`config.mk`:
```
export PLATFORM = sky130hd
export DESIGN_NAME = pid_speed_controller
export DESIGN_NICKNAME = d
export VERILOG_FILES = /design/src/design/psc_pkg.sv /design/src/design/psc_div5.sv /design/src/design/psc_datapath.sv /design/src/design/psc_ctrl.sv /design/src/design/pid_speed_controller.sv
export SDC_FILE = /design/constraint.sdc
export NUM_CORES = 2
export LEC_CHECK = 0
export BUFFER_PORTS_ARGS = -buffer_cell sky130_fd_sc_hd__buf_2
export CAP_MARGIN = 15
export CORE_MARGIN = 4
export CORE_UTILIZATION = 42
export DETAILED_ROUTE_END_ITERATION = 7
export PLACE_DENSITY = 0.62
export SETUP_SLACK_MARGIN = 0.2
export SLEW_MARGIN = 20
export SYNTH_ARGS = -nofsm -noshare
export SYNTH_HDL_FRONTEND = slang
export SYNTH_SLANG_ARGS = --single-unit
export TNS_END_PERCENT = 10
```
`constraint.sdc`:
```
create_clock -name clk -period 23.9 [get_ports clk]
set_input_delay 4.78 -clock clk [delete_from_list [all_inputs] [get_ports clk]]
set_output_delay 4.78 -clock clk [all_outputs]
set_load 0.02 [all_outputs]
```
`src/design/psc_pkg.sv`:
```
// ----------------------------------------------------------------------------
// psc_pkg
// Shared types and constants for the PID speed controller: register indexes,
// register reset values and the control/status bundles between modules.
// ----------------------------------------------------------------------------
package psc_pkg;

  localparam int unsigned CFG_IDX_W = 3;

  localparam logic [CFG_IDX_W-1:0] CFG_PROP_GAIN     = 3'd0;
  localparam logic [CFG_IDX_W-1:0] CFG_INTEG_GAIN    = 3'd1;
  localparam logic [CFG_IDX_W-1:0] CFG_DERIV_GAIN    = 3'd2;
  localparam logic [CFG_IDX_W-1:0] CFG_SAMPLE_PERIOD = 3'd3;
  localparam logic [CFG_IDX_W-1:0] CFG_SAMPLE_RATE   = 3'd4;
  localparam logic [CFG_IDX_W-1:0] CFG_MAX_DRIVE     = 3'd5;

  localparam logic [15:0] PROP_GAIN_RST     = 16'd256;
  localparam logic [15:0] INTEG_GAIN_RST    = 16'd0;
  localparam logic [15:0] DERIV_GAIN_RST    = 16'd0;
  localparam logic [15:0] SAMPLE_PERIOD_RST = 16'd655;
  localparam logic [15:0] SAMPLE_RATE_RST   = 16'd100;
  localparam logic [15:0] MAX_DRIVE_RST     = 16'd65535;

  // magnitude handed to the divide-by-five unit and its quotient
  localparam int unsigned DIV_IN_W  = 58;
  localparam int unsigned DIV_OUT_W = 56;

  typedef struct packed {
    logic [15:0] prop_gain;
    logic [15:0] integ_gain;
    logic [15:0] deriv_gain;
    logic [15:0] sample_period;
    logic [15:0] sample_rate;
    logic [15:0] max_drive;
  } psc_cfg_t;

  typedef struct packed {
    logic take_in;
    logic mul_kd;
    logic mul_rate;
    logic div_load;
    logic integ;
    logic mul_i;
    logic add_i;
    logic add_d;
    logic load_out;
  } psc_cmd_t;

  typedef struct packed {
    logic div_done;
  } psc_status_t;

endpackage

```
`src/design/psc_div5.sv`:
```
// ----------------------------------------------------------------------------
// psc_div5
// Unsigned divide by five, one radix-256 digit per cycle. Each step divides
// the running remainder and the next byte by a reciprocal multiply.
// ----------------------------------------------------------------------------
module psc_div5
  import psc_pkg::*;
(
  input  logic                 clk,
  input  logic                 rst,
  input  logic                 start,
  input  logic [DIV_IN_W-1:0]  dividend,
  output logic                 done,
  output logic [DIV_OUT_W-1:0] quotient
);

  localparam int unsigned DVD_W = 64;
  localparam int unsigned STEPS = DVD_W / 8;

  logic [DVD_W-1:0] dvd;
  logic [2:0]       rem;
  logic [2:0]       cnt;
  logic             busy;

  logic [10:0] step_v;
  logic [22:0] step_p;
  logic [7:0]  step_q;
  logic [10:0] step_r;

  // v < 1280, so v * 3277 / 2^14 floors to v / 5 exactly
  assign step_v = {rem, dvd[DVD_W-1 -: 8]};
  assign step_p = 23'(step_v) * 23'd3277;
  assign step_q = step_p[21:14];
  assign step_r = step_v - 11'(step_q) * 11'd5;

  always_ff @(posedge clk) begin
    if (rst) begin
      busy <= 1'b0;
      done <= 1'b0;
      cnt  <= '0;
    end else if (start) begin
      busy <= 1'b1;
      done <= 1'b0;
      cnt  <= '0;
    end else if (busy) begin
      cnt <= cnt + 3'd1;
      if (cnt == 3'(STEPS - 1)) begin
        busy <= 1'b0;
        done <= 1'b1;
      end
    end
  end

  always_ff @(posedge clk) begin
    if (start) begin
      dvd <= {{(DVD_W-DIV_IN_W){1'b0}}, dividend};
      rem <= '0;
    end else if (busy) begin
      dvd      <= {dvd[DVD_W-9:0], 8'd0};
      rem      <= step_r[2:0];
      quotient <= {quotient[DIV_OUT_W-9:0], step_q};
    end
  end

  a_start_busy: assert property (@(posedge clk) disable iff (rst) start |=> busy)
    else $error("divider did not go busy after start");
  a_done_idle: assert property (@(posedge clk) disable iff (rst) done |-> !busy)
    else $error("divider done while still busy");

endmodule

```
`src/design/psc_datapath.sv`:
```
// ----------------------------------------------------------------------------
// psc_datapath
// Error, shared multiplier, clamped integral, filtered derivative and the
// output sum, stepped by commands from the controller.
// ----------------------------------------------------------------------------
module psc_datapath
  import psc_pkg::*;
(
  input  logic               clk,
  input  logic               rst,
  input  psc_cfg_t           cfg,
  input  psc_cmd_t           cmd,
  output psc_status_t        status,
  input  logic signed [15:0] setpoint,
  input  logic signed [15:0] measurement,
  output logic [15:0]        drive
);

  logic signed [16:0] err;
  logic signed [17:0] derr;
  logic signed [16:0] last_error;
  logic signed [31:0] integral_sum;
  logic signed [47:0] filtered_deriv;
  logic signed [49:0] prod;
  logic signed [49:0] acc;
  logic               deriv_neg;

  logic signed [16:0] err_next;
  logic signed [33:0] mul_a;
  logic [15:0]        mul_b;
  logic signed [50:0] mul_full;
  logic signed [58:0] xsum;
  logic signed [58:0] xmag;
  logic               xneg;
  logic signed [33:0] isum;
  logic signed [33:0] lim;
  logic signed [31:0] integral_next;
  logic signed [47:0] deriv_sat;
  logic [33:0]        whole;
  logic [15:0]        drive_next;
  logic [DIV_OUT_W-1:0] div_q;
  logic               div_done;

  assign err_next = $signed({setpoint[15], setpoint}) - $signed({measurement[15], measurement});

  // shared multiplier: signed operand times an unsigned register
  always_comb begin
    mul_a = 34'(err);
    mul_b = cfg.prop_gain;
    if (cmd.mul_kd) begin
      mul_a = 34'(derr);
      mul_b = cfg.deriv_gain;
    end else if (cmd.mul_rate) begin
      mul_a = prod[33:0];
      mul_b = cfg.sample_rate;
    end else if (cmd.div_load) begin
      mul_a = 34'(err);
      mul_b = cfg.sample_period;
    end else if (cmd.mul_i) begin
      mul_a = 34'(integral_sum);
      mul_b = cfg.integ_gain;
    end
  end

  assign mul_full = mul_a * $signed({1'b0, mul_b});

  // new derivative sample plus four times the previous filter value
  assign xsum = $signed({prod[49], prod, 8'd0})
              + $signed({{9{filtered_deriv[47]}}, filtered_deriv, 2'd0});
  assign xneg = xsum[58];
  assign xmag = xneg ? -xsum : xsum;

  psc_div5 u_div5 (
    .clk      (clk),
    .rst      (rst),
    .start    (cmd.div_load),
    .dividend (xmag[DIV_IN_W-1:0]),
    .done     (div_done),
    .quotient (div_q)
  );

  assign status.div_done = div_done;

  // truncating divide: magnitude quotient with the sign put back, then saturate
  always_comb begin
    if (!deriv_neg) begin
      if (div_q > DIV_OUT_W'(48'h7FFF_FFFF_FFFF)) deriv_sat = 48'sh7FFF_FFFF_FFFF;
      else                                          deriv_sat = div_q[47:0];
    end else begin
      if (div_q > DIV_OUT_W'(48'h8000_0000_0000)) deriv_sat = 48'sh8000_0000_0000;
      else                                          deriv_sat = -$signed(div_q[47:0]);
    end
  end

  assign isum = $signed({{2{integral_sum[31]}}, integral_sum}) + prod[33:0];
  assign lim  = $signed({3'd0, cfg.max_drive, 15'd0});

  always_comb begin
    if (isum > lim)       integral_next = lim[31:0];
    else if (isum < -lim) integral_next = 32'(-lim);
    else                  integral_next = isum[31:0];
  end

  assign whole = acc[49:16];

  always_comb begin
    if (acc[49])                           drive_next = '0;
    else if (whole > {18'd0, cfg.max_drive}) drive_next = cfg.max_drive;
    else                                   drive_next = whole[15:0];
  end

  always_ff @(posedge clk) begin
    if (rst) begin
      last_error     <= '0;
      integral_sum   <= '0;
      filtered_deriv <= '0;
    end else begin
      if (cmd.take_in) begin
        last_error <= err_next;
      end
      if (cmd.integ) begin
        integral_sum <= integral_next;
      end
      if (cmd.add_d) begin
        filtered_deriv <= deriv_sat;
      end
    end
  end

  always_ff @(posedge clk) begin
    if (cmd.take_in) begin
      err  <= err_next;
      derr <= $signed({err_next[16], err_next}) - $signed({last_error[16], last_error});
    end
    // sign of the filter sum, held while the multiplier moves on
    if (cmd.div_load) begin
      deriv_neg <= xneg;
    end
    if (cmd.mul_kd || cmd.mul_rate || cmd.div_load || cmd.integ || cmd.mul_i) begin
      prod <= mul_full[49:0];
    end
    if (cmd.mul_i) begin
      acc <= $signed({prod[41:0], 8'd0});
    end else if (cmd.add_i) begin
      acc <= acc + $signed({{8{prod[49]}}, prod[49:8]});
    end else if (cmd.add_d) begin
      acc <= acc + $signed({{2{deriv_sat[47]}}, deriv_sat});
    end
    if (cmd.load_out) begin
      drive <= drive_next;
    end
  end

endmodule

```
`src/design/psc_ctrl.sv`:
```
// ----------------------------------------------------------------------------
// psc_ctrl
// Sequencer for one control tick: input transfer, multiplier schedule,
// wait on the divider, and the output register's valid flag.
// ----------------------------------------------------------------------------
module psc_ctrl
  import psc_pkg::*;
(
  input  logic        clk,
  input  logic        rst,
  input  logic        in_valid,
  output logic        in_ready,
  output logic        out_valid,
  input  logic        out_ready,
  input  psc_status_t status,
  output psc_cmd_t    cmd
);

  typedef enum logic [3:0] {
    S_IDLE,
    S_KD,
    S_RATE,
    S_DLOAD,
    S_INTEG,
    S_MULI,
    S_ADDI,
    S_WAIT,
    S_OUT
  } state_t;

  state_t state;
  logic   out_free;

  assign out_free = !out_valid || out_ready;
  assign in_ready = (state == S_IDLE);

  always_comb begin
    cmd          = '0;
    cmd.take_in  = (state == S_IDLE) && in_valid;
    cmd.mul_kd   = (state == S_KD);
    cmd.mul_rate = (state == S_RATE);
    cmd.div_load = (state == S_DLOAD);
    cmd.integ    = (state == S_INTEG);
    cmd.mul_i    = (state == S_MULI);
    cmd.add_i    = (state == S_ADDI);
    cmd.add_d    = (state == S_WAIT) && status.div_done;
    cmd.load_out = (state == S_OUT) && out_free;
  end

  always_ff @(posedge clk) begin
    if (rst) begin
      state     <= S_IDLE;
      out_valid <= 1'b0;
    end else begin
      if (cmd.load_out) begin
        out_valid <= 1'b1;
      end else if (out_ready) begin
        out_valid <= 1'b0;
      end
      case (state)
        S_IDLE: begin
          if (in_valid) state <= S_KD;
        end
        S_KD:    state <= S_RATE;
        S_RATE:  state <= S_DLOAD;
        S_DLOAD: state <= S_INTEG;
        S_INTEG: state <= S_MULI;
        S_MULI:  state <= S_ADDI;
        S_ADDI:  state <= S_WAIT;
        S_WAIT: begin
          if (status.div_done) state <= S_OUT;
        end
        S_OUT: begin
          if (out_free) state <= S_IDLE;
        end
        default: state <= S_IDLE;
      endcase
    end
  end

  a_accept_starts: assert property (@(posedge clk) disable iff (rst)
    (in_valid && in_ready) |=> (state == S_KD))
    else $error("input transfer did not start a tick");
  a_no_overwrite: assert property (@(posedge clk) disable iff (rst)
    cmd.load_out |-> (!out_valid || out_ready))
    else $error("result overwrote an untaken result");
  a_deriv_after_div: assert property (@(posedge clk) disable iff (rst)
    cmd.add_d |-> status.div_done)
    else $error("derivative used before the divide finished");

endmodule

```
`src/design/pid_speed_controller.sv`:
```
// ----------------------------------------------------------------------------
// pid_speed_controller
// Fixed-point PID speed controller with clamped integral and low-pass
// filtered derivative; holds the configuration registers.
//
//   channel   signals                                  direction
//   input     in_valid in_ready setpoint measurement   in
//   output    out_valid out_ready drive                out
//   config    cfg_valid cfg_ready cfg_index cfg_data   in
//
// The next input is taken only after the current tick is through, which waits
// on the eight radix-256 steps of the divide-by-five unit in the
// derivative filter; products run one at a time on a single multiplier.
// Reset clears the controller state, integral, last error and filter, and
// loads the register reset values. A result waiting in the output register
// does not block the next input; a new result waits until it is taken.
// ----------------------------------------------------------------------------
module pid_speed_controller
  import psc_pkg::*;
(
  input  logic                 clk,
  input  logic                 rst,
  input  logic                 in_valid,
  output logic                 in_ready,
  input  logic signed [15:0]   setpoint,
  input  logic signed [15:0]   measurement,
  output logic                 out_valid,
  input  logic                 out_ready,
  output logic [15:0]          drive,
  input  logic                 cfg_valid,
  output logic                 cfg_ready,
  input  logic [CFG_IDX_W-1:0] cfg_index,
  input  logic [15:0]          cfg_data
);

  psc_cfg_t    cfg;
  psc_cmd_t    cmd;
  psc_status_t status;

  assign cfg_ready = 1'b1;

  // indexes past the list are dropped
  always_ff @(posedge clk) begin
    if (rst) begin
      cfg.prop_gain     <= PROP_GAIN_RST;
      cfg.integ_gain    <= INTEG_GAIN_RST;
      cfg.deriv_gain    <= DERIV_GAIN_RST;
      cfg.sample_period <= SAMPLE_PERIOD_RST;
      cfg.sample_rate   <= SAMPLE_RATE_RST;
      cfg.max_drive     <= MAX_DRIVE_RST;
    end else if (cfg_valid && cfg_ready) begin
      case (cfg_index)
        CFG_PROP_GAIN:     cfg.prop_gain     <= cfg_data;
        CFG_INTEG_GAIN:    cfg.integ_gain    <= cfg_data;
        CFG_DERIV_GAIN:    cfg.deriv_gain    <= cfg_data;
        CFG_SAMPLE_PERIOD: cfg.sample_period <= cfg_data;
        CFG_SAMPLE_RATE:   cfg.sample_rate   <= cfg_data;
        CFG_MAX_DRIVE:     cfg.max_drive     <= cfg_data;
        default: ;
      endcase
    end
  end

  psc_ctrl u_ctrl (
    .clk       (clk),
    .rst       (rst),
    .in_valid  (in_valid),
    .in_ready  (in_ready),
    .out_valid (out_valid),
    .out_ready (out_ready),
    .status    (status),
    .cmd       (cmd)
  );

  psc_datapath u_datapath (
    .clk         (clk),
    .rst         (rst),
    .cfg         (cfg),
    .cmd         (cmd),
    .status      (status),
    .setpoint    (setpoint),
    .measurement (measurement),
    .drive       (drive)
  );

endmodule

```
==> flow_metrics.py <==
metrics = {
    "clock_tree": {
        "insertion_delay_ns": 0.64,
        "cts_buffers": 52,
        "clockBufferDepth": 3,
        "path_clk_slew_ns": 0.07,
        "cts_setup_buffers": 0,
        "htreeDepth": 2,
        "cts-root-buf": "clkbuf_16",
        "cts_tree": "built",
        "cts_resized": 0,
        "clock-sinks": 476,
        "postCtsHoldBufs": 0,
    },
    "placement": {
        "gp_congestion": 0.933,
        "place_ws_ns": 13.10,
        "io_buffers": 73,
        "dp_hpwl_mm": 132,
    },
    "pwr": {
        "leakage_uw": 0.0250,
        "vdd_drop_max_v": 0.000341,
        "sw_frac_of_total": 0.530,
        "p_sw_uw": 4500,
        "intPower_uw": 3980,
        "seqPwrFrac": 0.166,
        "power_density_nw_per_um2": 151,
        "p_clk_frac": 0.099,
        "p_total_uw": 8480,
        "power_frac_comb": 0.735,
    },
    "sta": {
        "period_needed_ns": 10.87,
        "fin_tns_setup_ns": 0,
        "worstMarginPinSlew_ns": 1.12,
        "post-route-period-util": 0.455,
        "max_freq_mhz": 92.0,
        "max_slew_margin": 0.243,
        "fin_ws_ns": 13.03,
        "rsz0062_at_grt": "no",
        "finalSetupViolations": 0,
        "finClkSkew_ns": 0.0311,
        "finalMaxSlewViolations": 0,
        "hold_viol": 0,
    },
    "logic_synthesis": {
        "synth_warnings": 0,
        "yosys.cell_types.count": 95,
        "synth-seq-cells": 476,
        "syn_area_um2": 52300,
        "synthCells": 6203,
        "synthSimpleGateAreaFrac": 0.172,
        "syn_nets": 7211,
        "ys.flop_type": "edfxtp_1",
        "synth_top_family_by_area": "adder cells",
        "synthAdderAreaFrac": 0.307,
        "muxShareOfSynthArea": 0.00704,
        "synthTopCellsByCount": "nand2_1 (930), inv_1 (811), nor2_1 (591)",
        "ys_top_cells_by_area": "fa_1 (21%), edfxtp_1 (15%), ha_1 (9.6%), dfxtp_1 (8.4%), nand2_1 (6.7%)",
        "ys_seq_area_frac": 0.231,
        "synthMostInstantiatedCell": "nand2_1",
        "synth_edf_count": 256,
        "synth.top_cell.area_share": 0.210,
        "synth_xor_xnor_area_share": 0.0441,
        "avgSynthCellArea_um2": 8.43,
        "synth_top_cell_by_area": "fa_1",
        "async_reset_ff_frac": 0,
        "synth_compound_area_frac": 0.159,
    },
    "route": {
        "wire_per_inst_um": 22.0,
        "num_vias": 44300,
        "viasPerCell": 5.68,
        "wl_mm": 171,
        "drcViolationCount": 0,
        "ant_nets": 0,
        "first_pass_iters": 8,
        "drtIter0Drc": 3604,
    },
    "global_routing": {
        "gr-total-overflow": 0,
        "grt_pass1_vias": 44100,
        "grtUsageTotal": 0.259,
        "grt_pass1_wl_mm": 262,
        "grt_max_degree": 77,
        "antenna_found_initial": 5,
    },
    "worst_setup_path": {
        "ff2ff_setup_slack_ns": 13.03,
        "crit_arrival_ns": 11.25,
        "end_kind": "register",
        "path_class": "reg2reg",
        "r2r_end": "u_datapath.prod[49]",
        "timing.critical_path.mode_cell": "fa_1",
        "slowest_delay_ns": 0.93,
        "required_ns": 24.27,
        "cp_max_fo": 71,
        "ff2ff_path_depth": 29,
        "start_kind": "register",
        "reg2reg_from": "u_ctrl.state[2]",
        "slowest_stage": "a2111oi_0",
    },
    "cells_and_area": {
        "drive_gt1_frac": 0.0524,
        "n_fill_cell": 12200,
        "nets": 7128,
        "n_antenna_cell": 0,
        "syn_to_final_growth_pct": 7.37,
        "final_core_util": 0.454,
    },
    "hold_path": {
        "holdPathStages": 2,
        "min_path_type": "reg2reg",
        "hold_start": "u_datapath.last_error[1]",
        "hold_path_end": "u_datapath.last_error[1]",
    },
    "run_status": {
        "status": "finished clean",
    },
    "die": {
        "start_util": 0.423,
        "core_um2": 124000,
        "rows": 129,
        "die_w_um": 361,
        "die_area_um2": 130000,
        "ios": 75,
        "fp.dieH_um": 361,
    },
    "job": {
        "maxCapViolations": 0,
    },
}
-- metrics by stage --
stage	instance area (um^2)	std cells	hold WS, ns
5_1_grt	56100	7801	0.475
3_3_place_gp	54400	7703	0.442
2_1_floorplan	52300	6203	0.436
4_1_cts	56100	7801	0.455
3_5_place_dp	54400	7703	0.447
6_report	56100	7801	0.453
-- logic make-up (layout without fill, tap and decap cells) --
kind of cell	count (synthesis)	count (layout)
buf+inv	1104	1065
compound gates	1302	1302
simple gates	2069	2069
fa+ha+maj	952	952
xor+xnor	263	263
mux	36	36
other cells	1	1
flops	476	476
-- routing by layer --
metal | share of wire | global-route usage | vias up | wire length [um]
li1 | - | - | 20500 | -
met1 | 0.41 | 0.333 | 21700 | 69600
met2 | 0.46 | 0.429 | 1712 | 79600
met3 | 0.078 | 0.0448 | 390 | 13400
met4 | 0.051 | 0.111 | 0 | 8700
met5 | 0 | 0 | - | 0
-- flip-flops by register name, indices dropped and copies added (netlist names) --
name	cells
u_datapath.u_div5.done	1
u_datapath.u_div5.quotient	56
u_datapath.u_div5.cnt	3
u_datapath.u_div5.busy	1
u_datapath.prod	50
u_datapath.drive	16
u_datapath.derr	18
u_datapath.last_error	17
u_datapath.deriv_neg	1
u_datapath.acc	50
u_ctrl.state	4
u_datapath.err	17
cfg	96
u_datapath.integral_sum	32
u_ctrl.out_valid	1
u_datapath.u_div5.rem	3
u_datapath.u_div5.dvd	62
u_datapath.filtered_deriv	48
-- cell type report --
class / count / area, um^2 / area share
multi-input combinational: 4623 / 36300 / 0.646
sequential: 476 / 12100 / 0.215
inverter: 817 / 3070 / 0.0546
tap: 1637 / 2050 / 0.0365
clock buffer: 75 / 1470 / 0.0262
timing repair buffer: 150 / 946 / 0.0169
clock inverter: 23 / 253 / 0.00450
-- worst max path at each step --
stage                     from                   to  slack, ns  cells after the start
5_1_grt        u_ctrl.state[2]  u_datapath.prod[49]      12.44                     29
6_report       u_ctrl.state[2]  u_datapath.prod[49]      13.03                     29
4_1_cts        u_ctrl.state[2]  u_datapath.prod[49]      13.07                     29
3_3_place_gp   u_ctrl.state[2]  u_datapath.prod[49]      13.32                     29
2_1_floorplan      setpoint[0]  u_datapath.derr[15]      15.24                     22
3_5_place_dp   u_ctrl.state[2]  u_datapath.prod[49]      13.10                     29
-- layout by cell type (no fill, tap or decap), types with 21 or more instances in the layout --
cell	n
a211oi_1	65
a21o_1	129
a21oi_1	417
a31oi_1	24
and2_1	49
and3_1	25
buf_2	72
buf_4	78
clkbuf_16	54
dfxtp_1	220
edfxtp_1	256
fa_1	549
ha_1	403
inv_1	810
mux2i_1	29
nand2_1	926
nand2b_1	49
nand3_1	98
nand4_1	41
nor2_1	589
nor2b_1	40
nor3_1	105
nor4_1	23
o211ai_1	48
o21a_1	51
o21ai_0	260
o21bai_1	36
o221ai_1	21
o311ai_0	23
o31ai_1	31
or3_1	34
xnor2_1	161
xor2_1	102
-- power groups by stage --
stage	logic [uW]	registers, uW	clock network (uW)
global placement	6090	1410	0
CTS	6230	1400	847
detailed placement	6170	1410	0
finish	6230	1410	837
floorplan	4450	1230	0
global route	7020	1400	881
-- worst max-delay path: cells and delay by family (launching register included) --
kind | cells | cell delay (ns)
flops | 1 | 0.69
compound gates | 12 | 3.65
xor+xnor | 1 | 0.18
fa+ha+maj | 7 | 3.40
buf+inv | 4 | 0.88
simple gates | 5 | 1.78
Power figures use the tool's default switching activity.
